[config.mk]
export PLATFORM = sky130hd
export DESIGN_NAME = http1_request_byte_parser_flat
export DESIGN_NICKNAME = d
export VERILOG_FILES = /design/src/hrp_pkg.sv /design/src/hrp_if.sv /design/src/hrp_front.sv /design/src/hrp_queue.sv /design/src/hrp_back.sv /design/src/http1_request_byte_parser.sv /design/src/flat_wrapper.sv
export SDC_FILE = /design/constraint.sdc
export NUM_CORES = 1
export LEC_CHECK = 0
export ABC_AREA = 1
export BUFFER_PORTS_ARGS = -buffer_cell sky130_fd_sc_hd__buf_4
export CAP_MARGIN = 20
export CORE_UTILIZATION = 55
export DETAILED_ROUTE_END_ITERATION = 6
export PLACE_DENSITY = 0.77
export SETUP_SLACK_MARGIN = 0.5
export SYNTH_ARGS = -nofsm -noshare
export SYNTH_HDL_FRONTEND = slang
export SYNTH_SLANG_ARGS = --single-unit
[constraint.sdc]
create_clock -name i_clk -period 2.6 [get_ports i_clk]
set_input_delay 0.26 -clock i_clk [delete_from_list [all_inputs] [get_ports i_clk]]
set_output_delay 0.26 -clock i_clk [all_outputs]
set_load 0.01 [all_outputs]
[src/hrp_pkg.sv]
// Shared types, codes and byte classification for the HTTP/1 request byte parser.
// No dependencies; every other file of the block imports this package.
`default_nettype none

package hrp_pkg;

    localparam int unsigned BYTE_W   = 8;
    localparam int unsigned ROLE_W   = 4;
    localparam int unsigned IDX_W    = 8;
    localparam int unsigned STATUS_W = 2;

    localparam logic [BYTE_W-1:0] MAX_HEADERS_RST = 8'd64;

    // Role codes carried on each result item.
    localparam logic [ROLE_W-1:0] ROLE_METHOD    = 4'd0;
    localparam logic [ROLE_W-1:0] ROLE_SP1       = 4'd1;
    localparam logic [ROLE_W-1:0] ROLE_URI       = 4'd2;
    localparam logic [ROLE_W-1:0] ROLE_SP2       = 4'd3;
    localparam logic [ROLE_W-1:0] ROLE_VERSION   = 4'd4;
    localparam logic [ROLE_W-1:0] ROLE_RL_EOL    = 4'd5;
    localparam logic [ROLE_W-1:0] ROLE_KEY       = 4'd6;
    localparam logic [ROLE_W-1:0] ROLE_KEY_SP    = 4'd7;
    localparam logic [ROLE_W-1:0] ROLE_COLON     = 4'd8;
    localparam logic [ROLE_W-1:0] ROLE_VAL_SP    = 4'd9;
    localparam logic [ROLE_W-1:0] ROLE_VALUE     = 4'd10;
    localparam logic [ROLE_W-1:0] ROLE_HDR_EOL   = 4'd11;
    localparam logic [ROLE_W-1:0] ROLE_FINAL_EOL = 4'd12;
    localparam logic [ROLE_W-1:0] ROLE_REJECTED  = 4'd13;
    localparam logic [ROLE_W-1:0] ROLE_AFTER_END = 4'd14;

    // Status codes.
    localparam logic [STATUS_W-1:0] ST_BUSY    = 2'd0;
    localparam logic [STATUS_W-1:0] ST_DONE    = 2'd1;
    localparam logic [STATUS_W-1:0] ST_INVALID = 2'd2;
    localparam logic [STATUS_W-1:0] ST_MANY    = 2'd3;

    // Byte literals the grammar looks for.
    localparam logic [BYTE_W-1:0] CH_CR    = 8'h0d;
    localparam logic [BYTE_W-1:0] CH_LF    = 8'h0a;
    localparam logic [BYTE_W-1:0] CH_COLON = 8'h3a;
    localparam logic [BYTE_W-1:0] CH_H     = 8'h48;
    localparam logic [BYTE_W-1:0] CH_T     = 8'h54;
    localparam logic [BYTE_W-1:0] CH_P     = 8'h50;
    localparam logic [BYTE_W-1:0] CH_SLASH = 8'h2f;
    localparam logic [BYTE_W-1:0] CH_ONE   = 8'h31;
    localparam logic [BYTE_W-1:0] CH_DOT   = 8'h2e;
    localparam logic [BYTE_W-1:0] CH_DEL   = 8'h7f;
    localparam logic [BYTE_W-1:0] CH_SP    = 8'h20;

    // Classification of one byte, computed once in the front part.
    typedef struct packed {
        logic tok;
        logic uri;
        logic digit;
        logic sp;
        logic cr;
        logic lf;
        logic colon;
        logic ch_h;
        logic ch_t;
        logic ch_p;
        logic ch_slash;
        logic ch_one;
        logic ch_dot;
    } t_cls;

    // One queued item: restart flag plus the byte's classes.
    typedef struct packed {
        logic first;
        t_cls cls;
    } t_q_item;

    function automatic logic tok_byte(input logic [BYTE_W-1:0] c);
        logic r;
        if (c <= CH_SP || c >= CH_DEL) begin
            r = 1'b0;
        end else begin
            unique case (c)
                8'h22, 8'h28, 8'h29, 8'h2c, 8'h2f,
                8'h3a, 8'h3b, 8'h3c, 8'h3d, 8'h3e, 8'h3f,
                8'h40, 8'h5b, 8'h5c, 8'h5d, 8'h7b, 8'h7d: r = 1'b0;
                default: r = 1'b1;
            endcase
        end
        return r;
    endfunction

    function automatic t_cls classify(input logic [BYTE_W-1:0] c);
        t_cls k;
        k.tok      = tok_byte(c);
        k.uri      = (c > CH_SP) && (c != CH_DEL);
        k.digit    = (c >= 8'h30) && (c <= 8'h39);
        k.sp       = (c == CH_SP);
        k.cr       = (c == CH_CR);
        k.lf       = (c == CH_LF);
        k.colon    = (c == CH_COLON);
        k.ch_h     = (c == CH_H);
        k.ch_t     = (c == CH_T);
        k.ch_p     = (c == CH_P);
        k.ch_slash = (c == CH_SLASH);
        k.ch_one   = (c == CH_ONE);
        k.ch_dot   = (c == CH_DOT);
        return k;
    endfunction

endpackage

`default_nettype wire

[src/hrp_if.sv]
// Valid/ready channel interfaces for request bytes in and parse results out.
// Depends on hrp_pkg for field widths.
`default_nettype none

interface hrp_in_if import hrp_pkg::*; ();
    logic              valid;
    logic              ready;
    logic [BYTE_W-1:0] data_byte;
    logic              first;

    modport source (output valid, output data_byte, output first, input ready);
    modport sink   (input valid, input data_byte, input first, output ready);
endinterface

interface hrp_out_if import hrp_pkg::*; ();
    logic                valid;
    logic                ready;
    logic [ROLE_W-1:0]   role;
    logic [IDX_W-1:0]    header_index;
    logic                cr_was_data;
    logic [STATUS_W-1:0] status;

    modport source (output valid, output role, output header_index,
                    output cr_was_data, output status, input ready);
    modport sink   (input valid, input role, input header_index,
                    input cr_was_data, input status, output ready);
endinterface

`default_nettype wire

[src/hrp_front.sv]
// Front part: accepts request bytes and classifies them for the queue.
// Depends on hrp_pkg and hrp_in_if.
`default_nettype none

module hrp_front import hrp_pkg::*; (
    hrp_in_if.sink    i_in,
    input  wire       i_full,
    output logic      o_push,
    output t_q_item   o_item
);

    assign i_in.ready = !i_full;
    assign o_push     = i_in.valid && !i_full;

    always_comb begin
        o_item.first = i_in.first;
        o_item.cls   = classify(i_in.data_byte);
    end

endmodule

`default_nettype wire

[src/hrp_queue.sv]
// Two-entry queue of classified items between the front and back parts.
// Depends on hrp_pkg.
`default_nettype none

module hrp_queue import hrp_pkg::*; (
    input  wire          i_clk,
    input  wire          i_rst_n,
    input  wire          i_push,
    input  wire t_q_item i_item,
    input  wire          i_pop,
    output logic         o_full,
    output logic         o_empty,
    output t_q_item      o_item
);

    t_q_item    r_mem [2];
    logic       r_wptr;
    logic       r_rptr;
    logic [1:0] r_count;

    assign o_full  = (r_count == 2'd2);
    assign o_empty = (r_count == 2'd0);
    assign o_item  = r_mem[r_rptr];

    always_ff @(posedge i_clk) begin
        if (i_push) begin
            r_mem[r_wptr] <= i_item;
        end
    end

    always_ff @(posedge i_clk) begin
        if (!i_rst_n) begin
            r_wptr  <= 1'b0;
            r_rptr  <= 1'b0;
            r_count <= 2'd0;
        end else begin
            if (i_push) begin
                r_wptr <= !r_wptr;
            end
            if (i_pop) begin
                r_rptr <= !r_rptr;
            end
            unique case ({i_push, i_pop})
                2'b10:   r_count <= r_count + 2'd1;
                2'b01:   r_count <= r_count - 2'd1;
                default: r_count <= r_count;
            endcase
        end
    end

endmodule

`default_nettype wire

[src/hrp_back.sv]
// Back part: the request grammar state machine and the output result register.
// Depends on hrp_pkg and hrp_out_if.
`default_nettype none

module hrp_back import hrp_pkg::*; (
    input  wire               i_clk,
    input  wire               i_rst_n,
    input  wire [BYTE_W-1:0]  i_max_headers,
    input  wire               i_empty,
    input  wire t_q_item      i_item,
    output logic              o_pop,
    hrp_out_if.source         o_res
);

    localparam logic [4:0] PH_MSTART = 5'd0;
    localparam logic [4:0] PH_METHOD = 5'd1;
    localparam logic [4:0] PH_SP1    = 5'd2;
    localparam logic [4:0] PH_URI    = 5'd3;
    localparam logic [4:0] PH_SP2    = 5'd4;
    localparam logic [4:0] PH_T1     = 5'd5;
    localparam logic [4:0] PH_T2     = 5'd6;
    localparam logic [4:0] PH_P      = 5'd7;
    localparam logic [4:0] PH_SLASH  = 5'd8;
    localparam logic [4:0] PH_ONE    = 5'd9;
    localparam logic [4:0] PH_DOT    = 5'd10;
    localparam logic [4:0] PH_DIG0   = 5'd11;
    localparam logic [4:0] PH_DIG    = 5'd12;
    localparam logic [4:0] PH_RLCR   = 5'd13;
    localparam logic [4:0] PH_LINE   = 5'd14;
    localparam logic [4:0] PH_FINCR  = 5'd15;
    localparam logic [4:0] PH_KEY    = 5'd16;
    localparam logic [4:0] PH_KEYSP  = 5'd17;
    localparam logic [4:0] PH_VSKIP  = 5'd18;
    localparam logic [4:0] PH_VAL    = 5'd19;
    localparam logic [4:0] PH_VCR    = 5'd20;
    localparam logic [4:0] PH_DONE   = 5'd21;
    localparam logic [4:0] PH_BAD    = 5'd22;
    localparam logic [4:0] PH_MANY   = 5'd23;

    logic [4:0]          r_phase;
    logic [4:0]          n_phase;
    logic [IDX_W-1:0]    r_hcount;
    logic [IDX_W-1:0]    n_hcount;
    logic                r_valid;
    logic [ROLE_W-1:0]   r_role;
    logic [IDX_W-1:0]    r_idx;
    logic                r_crd;
    logic [STATUS_W-1:0] r_status;

    logic [4:0]          ph;
    logic [IDX_W-1:0]    hc;
    logic [ROLE_W-1:0]   role;
    logic [ROLE_W-1:0]   n_role;
    logic [IDX_W-1:0]    n_idx;
    logic                n_crd;
    logic [STATUS_W-1:0] n_status;
    logic                hdr;
    t_cls                k;

    // Take the next item whenever the result register is free or being drained.
    assign o_pop = !i_empty && (!r_valid || o_res.ready);

    always_comb begin
        k        = i_item.cls;
        ph       = i_item.first ? PH_MSTART : r_phase;
        hc       = i_item.first ? '0 : r_hcount;
        n_phase  = ph;
        n_hcount = hc;
        role     = ROLE_REJECTED;
        n_idx    = '0;
        n_crd    = 1'b0;
        n_status = ST_BUSY;
        hdr      = 1'b0;

        unique case (ph)
            PH_MSTART: begin
                if (k.tok) begin role = ROLE_METHOD; n_phase = PH_METHOD; end
                else n_phase = PH_BAD;
            end
            PH_METHOD: begin
                if (k.tok) role = ROLE_METHOD;
                else if (k.sp) begin role = ROLE_SP1; n_phase = PH_SP1; end
                else n_phase = PH_BAD;
            end
            PH_SP1: begin
                if (k.sp) role = ROLE_SP1;
                else if (k.uri) begin role = ROLE_URI; n_phase = PH_URI; end
                else n_phase = PH_BAD;
            end
            PH_URI: begin
                if (k.uri) role = ROLE_URI;
                else if (k.sp) begin role = ROLE_SP2; n_phase = PH_SP2; end
                else n_phase = PH_BAD;
            end
            PH_SP2: begin
                if (k.sp) role = ROLE_SP2;
                else if (k.ch_h) begin role = ROLE_VERSION; n_phase = PH_T1; end
                else n_phase = PH_BAD;
            end
            PH_T1: begin
                if (k.ch_t) begin role = ROLE_VERSION; n_phase = PH_T2; end
                else n_phase = PH_BAD;
            end
            PH_T2: begin
                if (k.ch_t) begin role = ROLE_VERSION; n_phase = PH_P; end
                else n_phase = PH_BAD;
            end
            PH_P: begin
                if (k.ch_p) begin role = ROLE_VERSION; n_phase = PH_SLASH; end
                else n_phase = PH_BAD;
            end
            PH_SLASH: begin
                if (k.ch_slash) begin role = ROLE_VERSION; n_phase = PH_ONE; end
                else n_phase = PH_BAD;
            end
            PH_ONE: begin
                if (k.ch_one) begin role = ROLE_VERSION; n_phase = PH_DOT; end
                else n_phase = PH_BAD;
            end
            PH_DOT: begin
                if (k.ch_dot) begin role = ROLE_VERSION; n_phase = PH_DIG0; end
                else n_phase = PH_BAD;
            end
            PH_DIG0: begin
                if (k.digit) begin role = ROLE_VERSION; n_phase = PH_DIG; end
                else n_phase = PH_BAD;
            end
            PH_DIG: begin
                if (k.digit) role = ROLE_VERSION;
                else if (k.cr) begin role = ROLE_RL_EOL; n_phase = PH_RLCR; end
                else n_phase = PH_BAD;
            end
            PH_RLCR: begin
                if (k.lf) begin role = ROLE_RL_EOL; n_phase = PH_LINE; end
                else n_phase = PH_BAD;
            end
            PH_LINE: begin
                hdr = 1'b1;
                if (k.cr) begin role = ROLE_FINAL_EOL; n_phase = PH_FINCR; end
                else if (k.tok) begin role = ROLE_KEY; n_phase = PH_KEY; end
                else n_phase = PH_BAD;
            end
            PH_FINCR: begin
                hdr = 1'b1;
                if (k.lf) begin role = ROLE_FINAL_EOL; n_phase = PH_DONE; end
                else n_phase = PH_BAD;
            end
            PH_KEY: begin
                hdr = 1'b1;
                if (k.tok) role = ROLE_KEY;
                else if (k.sp) begin role = ROLE_KEY_SP; n_phase = PH_KEYSP; end
                else if (k.colon) begin role = ROLE_COLON; n_phase = PH_VSKIP; end
                else n_phase = PH_BAD;
            end
            PH_KEYSP: begin
                hdr = 1'b1;
                if (k.sp) role = ROLE_KEY_SP;
                else if (k.colon) begin role = ROLE_COLON; n_phase = PH_VSKIP; end
                else n_phase = PH_BAD;
            end
            PH_VSKIP: begin
                hdr = 1'b1;
                if (k.sp) role = ROLE_VAL_SP;
                else if (k.cr) begin role = ROLE_HDR_EOL; n_phase = PH_VCR; end
                else begin role = ROLE_VALUE; n_phase = PH_VAL; end
            end
            PH_VAL: begin
                hdr = 1'b1;
                if (k.cr) begin role = ROLE_HDR_EOL; n_phase = PH_VCR; end
                else role = ROLE_VALUE;
            end
            PH_VCR: begin
                if (k.lf) begin
                    // The CR was a real line end: this header line is complete.
                    role  = ROLE_HDR_EOL;
                    n_idx = hc;
                    if (hc >= i_max_headers) begin
                        n_phase  = PH_MANY;
                        n_status = ST_MANY;
                    end else begin
                        n_hcount = hc + 1'b1;
                        n_phase  = PH_LINE;
                    end
                end else begin
                    // The CR turned out to be value data.
                    hdr   = 1'b1;
                    n_crd = 1'b1;
                    if (k.cr) role = ROLE_HDR_EOL;
                    else begin role = ROLE_VALUE; n_phase = PH_VAL; end
                end
            end
            PH_DONE: role = ROLE_AFTER_END;
            PH_MANY: role = ROLE_REJECTED;
            default: n_phase = PH_BAD;
        endcase

        if (hdr || n_phase >= PH_DONE) begin
            n_idx = n_hcount;
        end
        if (n_phase == PH_DONE) n_status = ST_DONE;
        else if (n_phase == PH_BAD) n_status = ST_INVALID;
        else if (n_phase == PH_MANY) n_status = ST_MANY;

        n_role = role;
        if (n_phase == PH_BAD || (n_phase == PH_MANY && role == ROLE_REJECTED)) begin
            n_role = ROLE_REJECTED;
        end
    end

    always_ff @(posedge i_clk) begin
        if (!i_rst_n) begin
            r_phase  <= PH_MSTART;
            r_hcount <= '0;
            r_valid  <= 1'b0;
        end else begin
            if (o_pop) begin
                r_phase  <= n_phase;
                r_hcount <= n_hcount;
                r_valid  <= 1'b1;
            end else if (o_res.ready) begin
                r_valid  <= 1'b0;
            end
        end
    end

    always_ff @(posedge i_clk) begin
        if (o_pop) begin
            r_role   <= n_role;
            r_idx    <= n_idx;
            r_crd    <= n_crd;
            r_status <= n_status;
        end
    end

    assign o_res.valid        = r_valid;
    assign o_res.role         = r_role;
    assign o_res.header_index = r_idx;
    assign o_res.cr_was_data  = r_crd;
    assign o_res.status       = r_status;

endmodule

`default_nettype wire

[src/http1_request_byte_parser.sv]
// Top level of the HTTP/1 request byte parser: front, queue, back and config register.
// Depends on hrp_pkg, hrp_if, hrp_front, hrp_queue and hrp_back.
//
// Usage: request bytes arrive one per item on i_in (data_byte plus a first flag
// that restarts parsing). For every byte accepted, exactly one result item leaves
// on o_res with the byte's role, its header line index, a flag telling whether
// the preceding CR proved to be value data, and the parse status after it.
// A byte is accepted on a rising edge where i_in.valid and i_in.ready are high;
// a result is taken where o_res.valid and o_res.ready are high.
// Throughput is one byte per cycle while o_res.ready stays high: the grammar advances by one step of a
// small state machine per byte, and that step is the only serial dependency.
// From acceptance, the byte enters the two-entry queue at the accepting edge,
// moves into the output result register once that register is free or being
// drained, and is shown on o_res from then on.
// When the receiver stalls, the held result stays put and the queue absorbs up
// to two more bytes before i_in.ready drops; no item is lost or repeated.
// The synchronous active-low reset empties the queue and the result register,
// returns the parser to the start of a request line and sets max_headers to 64.
// Write max_headers via i_cfg_we / i_cfg_data while the block is idle (not enforced).
`default_nettype none

module http1_request_byte_parser import hrp_pkg::*; (
    input  wire              i_clk,
    input  wire              i_rst_n,
    hrp_in_if.sink           i_in,
    hrp_out_if.source        o_res,
    input  wire              i_cfg_we,
    input  wire [BYTE_W-1:0] i_cfg_data
);

    logic [BYTE_W-1:0] r_max_headers;
    logic              push;
    logic              pop;
    logic              q_full;
    logic              q_empty;
    t_q_item           front_item;
    t_q_item           q_item;

    // The one configuration register.
    always_ff @(posedge i_clk) begin
        if (!i_rst_n) begin
            r_max_headers <= MAX_HEADERS_RST;
        end else if (i_cfg_we) begin
            r_max_headers <= i_cfg_data;
        end
    end

    // The front classifies each byte so the back only sees class flags.
    hrp_front u_front (
        .i_in    (i_in),
        .i_full  (q_full),
        .o_push  (push),
        .o_item  (front_item)
    );

    // The queue lets the front keep accepting while a result waits.
    hrp_queue u_queue (
        .i_clk   (i_clk),
        .i_rst_n (i_rst_n),
        .i_push  (push),
        .i_item  (front_item),
        .i_pop   (pop),
        .o_full  (q_full),
        .o_empty (q_empty),
        .o_item  (q_item)
    );

    // The back runs the grammar and holds the result register.
    hrp_back u_back (
        .i_clk         (i_clk),
        .i_rst_n       (i_rst_n),
        .i_max_headers (r_max_headers),
        .i_empty       (q_empty),
        .i_item        (q_item),
        .o_pop         (pop),
        .o_res         (o_res)
    );

    // A finished request is only reported on its final line end or after it.
    a_done_role: assert property (@(posedge i_clk) disable iff (!i_rst_n)
        (o_res.valid && o_res.status == ST_DONE) |->
        (o_res.role == ROLE_FINAL_EOL || o_res.role == ROLE_AFTER_END))
        else $error("done status on a byte that does not end the request");

    // An invalid request always marks the byte as rejected.
    a_invalid_role: assert property (@(posedge i_clk) disable iff (!i_rst_n)
        (o_res.valid && o_res.status == ST_INVALID) |-> (o_res.role == ROLE_REJECTED))
        else $error("invalid status without rejected role");

    // Only header value bytes can reveal that the previous CR was data.
    a_crd_role: assert property (@(posedge i_clk) disable iff (!i_rst_n)
        (o_res.valid && o_res.cr_was_data) |->
        (o_res.role == ROLE_VALUE || o_res.role == ROLE_HDR_EOL))
        else $error("cr_was_data on a byte outside a header value");

    // The back part never pops the queue while it is empty:
    // a pop happens only when the queue holds an item.
    a_pop_nonempty: assert property (@(posedge i_clk) disable iff (!i_rst_n)
        pop |-> !q_empty)
        else $error("queue popped while empty");

endmodule

`default_nettype wire
[src/flat_wrapper.sv]
// flat-port wrapper written by rule: the top's interface ports become plain ports
module http1_request_byte_parser_flat import hrp_pkg::*;
  (i_clk, i_rst_n, i_cfg_we, i_cfg_data, i_in_valid, i_in_data_byte, i_in_first, i_in_ready, o_res_valid, o_res_role, o_res_header_index, o_res_cr_was_data, o_res_status, o_res_ready);
  hrp_in_if i_in_i ();
  hrp_out_if o_res_i ();
  input  wire i_clk;
  input  wire i_rst_n;
  input  wire i_cfg_we;
  input  wire [BYTE_W-1:0] i_cfg_data;
  input wire logic [$bits(i_in_i.valid)-1:0] i_in_valid;
  input wire logic [$bits(i_in_i.data_byte)-1:0] i_in_data_byte;
  input wire logic [$bits(i_in_i.first)-1:0] i_in_first;
  output wire logic [$bits(i_in_i.ready)-1:0] i_in_ready;
  output wire logic [$bits(o_res_i.valid)-1:0] o_res_valid;
  output wire logic [$bits(o_res_i.role)-1:0] o_res_role;
  output wire logic [$bits(o_res_i.header_index)-1:0] o_res_header_index;
  output wire logic [$bits(o_res_i.cr_was_data)-1:0] o_res_cr_was_data;
  output wire logic [$bits(o_res_i.status)-1:0] o_res_status;
  input wire logic [$bits(o_res_i.ready)-1:0] o_res_ready;
  assign i_in_i.valid = i_in_valid;
  assign i_in_i.data_byte = i_in_data_byte;
  assign i_in_i.first = i_in_first;
  assign i_in_ready = i_in_i.ready;
  assign o_res_valid = o_res_i.valid;
  assign o_res_role = o_res_i.role;
  assign o_res_header_index = o_res_i.header_index;
  assign o_res_cr_was_data = o_res_i.cr_was_data;
  assign o_res_status = o_res_i.status;
  assign o_res_i.ready = o_res_ready;
  http1_request_byte_parser u_core (.i_clk(i_clk), .i_rst_n(i_rst_n), .i_in(i_in_i), .o_res(o_res_i), .i_cfg_we(i_cfg_we), .i_cfg_data(i_cfg_data));
endmodule
==> flow_metrics.tcl <==
set metrics [dict create \
    run_status "finished with violations" \
    violations "DRC, setup timing" \
    ys_seq_elements 70 \
    cp.required_ns 2.72 \
    crit_family "simple AND/OR/NAND/NOR gates" \
    period_share 1.077 \
    wl_per_cell_microns 20.17 \
    end_kind "flip-flop" \
    min_to "u_core.u_queue.r_mem[1][13]$_DFFE_PP_" \
    path_clk_slew_ns 0.09 \
    critical_path_class "reg2reg" \
    drt_pass1_iterations 7 \
    crit_buf_inv 5 \
    p_leak_nw 3.291 \
    layout_setup_ws_ns -0.2010 \
    yosys_most_used_dff "edfxtp_1" \
    grt_pass1_vias 5050 \
    r2r-start "u_core.u_queue.r_mem[0][13]$_DFFE_PP_" \
    power.density_mw_per_mm2 1247 \
    start_util 0.5662 \
    hold_viol_final 0 \
    die_h_microns 96.52 \
    min_path_cells 1 \
    via_per_inst 6.354 \
    worst_pin_slew_ns 0.4987 \
    grt_pass1_wl_mm 25.14 \
    nNetsFinal 830 \
    dieArea_sq_mm 0.009315 \
    via_count 5795 \
    cp.arrival_ns 2.93 \
    fmax_ghz 0.3570 \
    cts_tree "yes" \
    route.detailed.drc 1 \
    min_from "i_in_first" \
    synth_cell_types 51 \
    antenna_found_initial 0 \
    utilization 0.8075 \
    drive_gt1_frac 0.3893 \
    rr_endpoint "u_core.u_back.o_res.header_index[1]$_DFFE_PP_" \
    synthArstFlopShare 0 \
    maxCapViolCount 0 \
    clock_latency_ns 0.37 \
    critPathSlowestCell "edfxtp_1" \
    area_growth_pct 42.63 \
    gp_routability_congestion 0.9834 \
    row_count 34 \
    r2r_setup_slack_ns -0.20 \
    startpoint_type "flip-flop" \
    hold_buffers 0 \
    grt.overflow.total 0 \
    slew_headroom 0.6655 \
    fin_skew_ns 0.02049 \
    ff2ff_path_depth 19 \
    maxSlewViolCount 0 \
    final.min_clock_period_ns 2.801 \
    cp_slowest_stage_delay_ns 0.50 \
    postSynthCellCount 667 \
    portBuffers 38 \
    io_pins 39 \
    grt_max_degree 35 \
    hold_path_class "in2reg" \
    dpl.hpwl_mm 10.65 \
    totalPowerFinal_mw 8.739 \
    htreeDepth 3 \
    crit_path_max_fanout 8 \
    rsz0062_at_grt "yes" \
    syn-cell-area_sq_mm 0.004913 \
    cts_buffers 9 \
    drtIter0Drc 907 \
    diodes 0 \
    grt_usage 0.3643 \
    clock-sinks 70 \
    die_x_microns 96.52 \
    root_buffer "clkbuf_8" \
    finalSetupViolCount 15 \
    syn_nets 698 \
    ant_nets 0 \
    clock_path_buffers 2 \
    yosys_warnings 0 \
    ys_seq_area_frac 0.3728 \
    vdd_ir_drop_max_uv 746.4 \
    wl_mm 18.39 \
    cp-startpoint "u_core.u_queue.r_mem[0][13]$_DFFE_PP_" \
    cpMostUsedCell "nand2_1" \
    coreArea_sq_mm 0.008678 \
    synth.avg_cell_area_sq_um 7.367 \
    path_cells "inv_2, nand2_4, nand2_8, buf_6, buf_6, o21ai_4, buf_4, nand4_1, nand3_1, nor2_1, nand2_1, nor2_2, nand3_4, nand3_4, nand2_4, inv_6, nand2_8, nand2_1, nand2_1" \
    synth_edf_count 43 \
    fillerInstances 514 \
]
[layout make-up]
class                   instances  area [sq um]  share of cell area
multi-input cells             492          3296              0.4703
flip-flops and latches         70          1833              0.2616
repair buffers                138          1185              0.1691
inverters                      88         345.3             0.04928
clock buffers                  13         191.4             0.02732
well taps                     108         135.1             0.01928
clock inverters                 3         22.52            0.003214
[sequential cells by signal, summed over array words and instances, names as in the netlist, named ones only]
register                          cells
u_core.u_back.r_hcount                8
u_core.u_queue.r_mem                 28
u_core.u_queue.r_wptr                 1
u_core.u_back.o_res.valid             1
u_core.u_queue.r_rptr                 1
u_core.u_back.o_res.header_index      8
u_core.u_back.o_res.cr_was_data       1
u_core.u_queue.r_count                2
u_core.u_back.r_phase                 5
u_core.u_back.o_res.role              4
u_core.r_max_headers                  8
u_core.u_back.o_res.status            2
[logic make-up (layout without fill, tap and decap cells)]
kind of cell,Yosys count,in the layout,share of synthesized area
multiplexers,3,3,0.006112
AND/OR/NAND/NOR,381,381,0.3843
flip-flops,70,70,0.3728
XOR/XNOR,6,6,0.01070
AO/OA/AOI/OAI,92,93,0.1110
buffers and inverters,106,242,0.09218
adder cells (fa/ha/maj),9,9,0.02292
[cells in the mapped netlist (all sizes together), types with 3 or more instances]
library cell	instances	area [sq um]
o211ai	4	30.03
a21oi	26	130.1
a22oi	3	22.52
buf	12	92.58
nor2	99	430.4
nand3b	4	30.03
nand3	63	407.9
inv	88	337.8
xor2	6	52.55
mux2i	3	30.03
nand2	168	708.2
clkbuf	6	22.52
edfxtp	43	1291
ha	9	112.6
nor3	19	110.1
nand4	19	140.1
nor4	3	18.77
o21ai	44	239.0
o22ai	4	25.02
dfxtp	27	540.5
[report_power, final]
group	switching, mW	internal (mW)	leakage [nW]
clock	0.473	0.494	0.110
combinational	3.57	2.40	2.54
sequential	0.220	1.59	0.638
total	4.26	4.48	3.29
[how the worst max path moves through the flow]
stage	depth (start not counted)	slack [ns]	endpoint
after floorplan	21	0.15	u_core.u_back.o_res.header_index[6]$_DFFE_PP_
after global placement	18	-0.16	u_core.u_back.o_res.header_index[0]$_DFFE_PP_
after detailed placement	17	-0.27	u_core.u_back.o_res.header_index[4]$_DFFE_PP_
after CTS	18	-0.03	u_core.u_back.o_res.header_index[2]$_DFFE_PP_
after global routing	15	-0.37	u_core.u_back.o_res.header_index[6]$_DFFE_PP_
final	19	-0.20	u_core.u_back.o_res.header_index[1]$_DFFE_PP_
[layer usage]
layer | vias to the layer above | part of all wire | track usage
li1 | 2497 | - | -
met1 | 2600 | 0.36 | 0.4574
met2 | 518 | 0.45 | 0.5757
met3 | 180 | 0.12 | 0.1017
met4 | 0 | 0.074 | 0.1765
met5 | - | 0 | 0
[layout by cell type (no fill, tap or decap), types with 15 or more instances in the layout]
| cell | instances |
|---|---|
| nor3_1 | 15 |
| inv_1 | 72 |
| nand3_2 | 15 |
| nor2_1 | 66 |
| nand3_1 | 37 |
| nand2_2 | 30 |
| buf_6 | 23 |
| edfxtp_1 | 43 |
| nor2_2 | 17 |
| nor2_4 | 15 |
| a21oi_1 | 18 |
| nand4_1 | 17 |
| buf_4 | 110 |
| dfxtp_1 | 26 |
| nand2_1 | 122 |
| o21ai_0 | 33 |
[what timing repair did]
item | in CTS | in global routing
setup endpoints to repair | 27 | 27
gates cloned | 1 | 0
pin swaps | 40 | 45
buffers inserted | 25 | 17
resized for setup | 81 | 79
[through the flow]
stage               cell area [sq um]  TNS, ns  hold slack [ns]  setup slack (ns)  instances
finish                           7008   -1.980           0.1015           -0.2010        912
global route                     7008   -4.734          0.09387           -0.3718        912
CTS                              6560  -0.1978          0.09393          -0.02996        895
detailed placement               5751   -2.380           0.4591           -0.2662        853
global placement                 5751   -1.321           0.4368           -0.1573        853
floorplan                        4982        0           0.3589            0.1511        667
No activity file was read; power rests on OpenSTA's default activity.
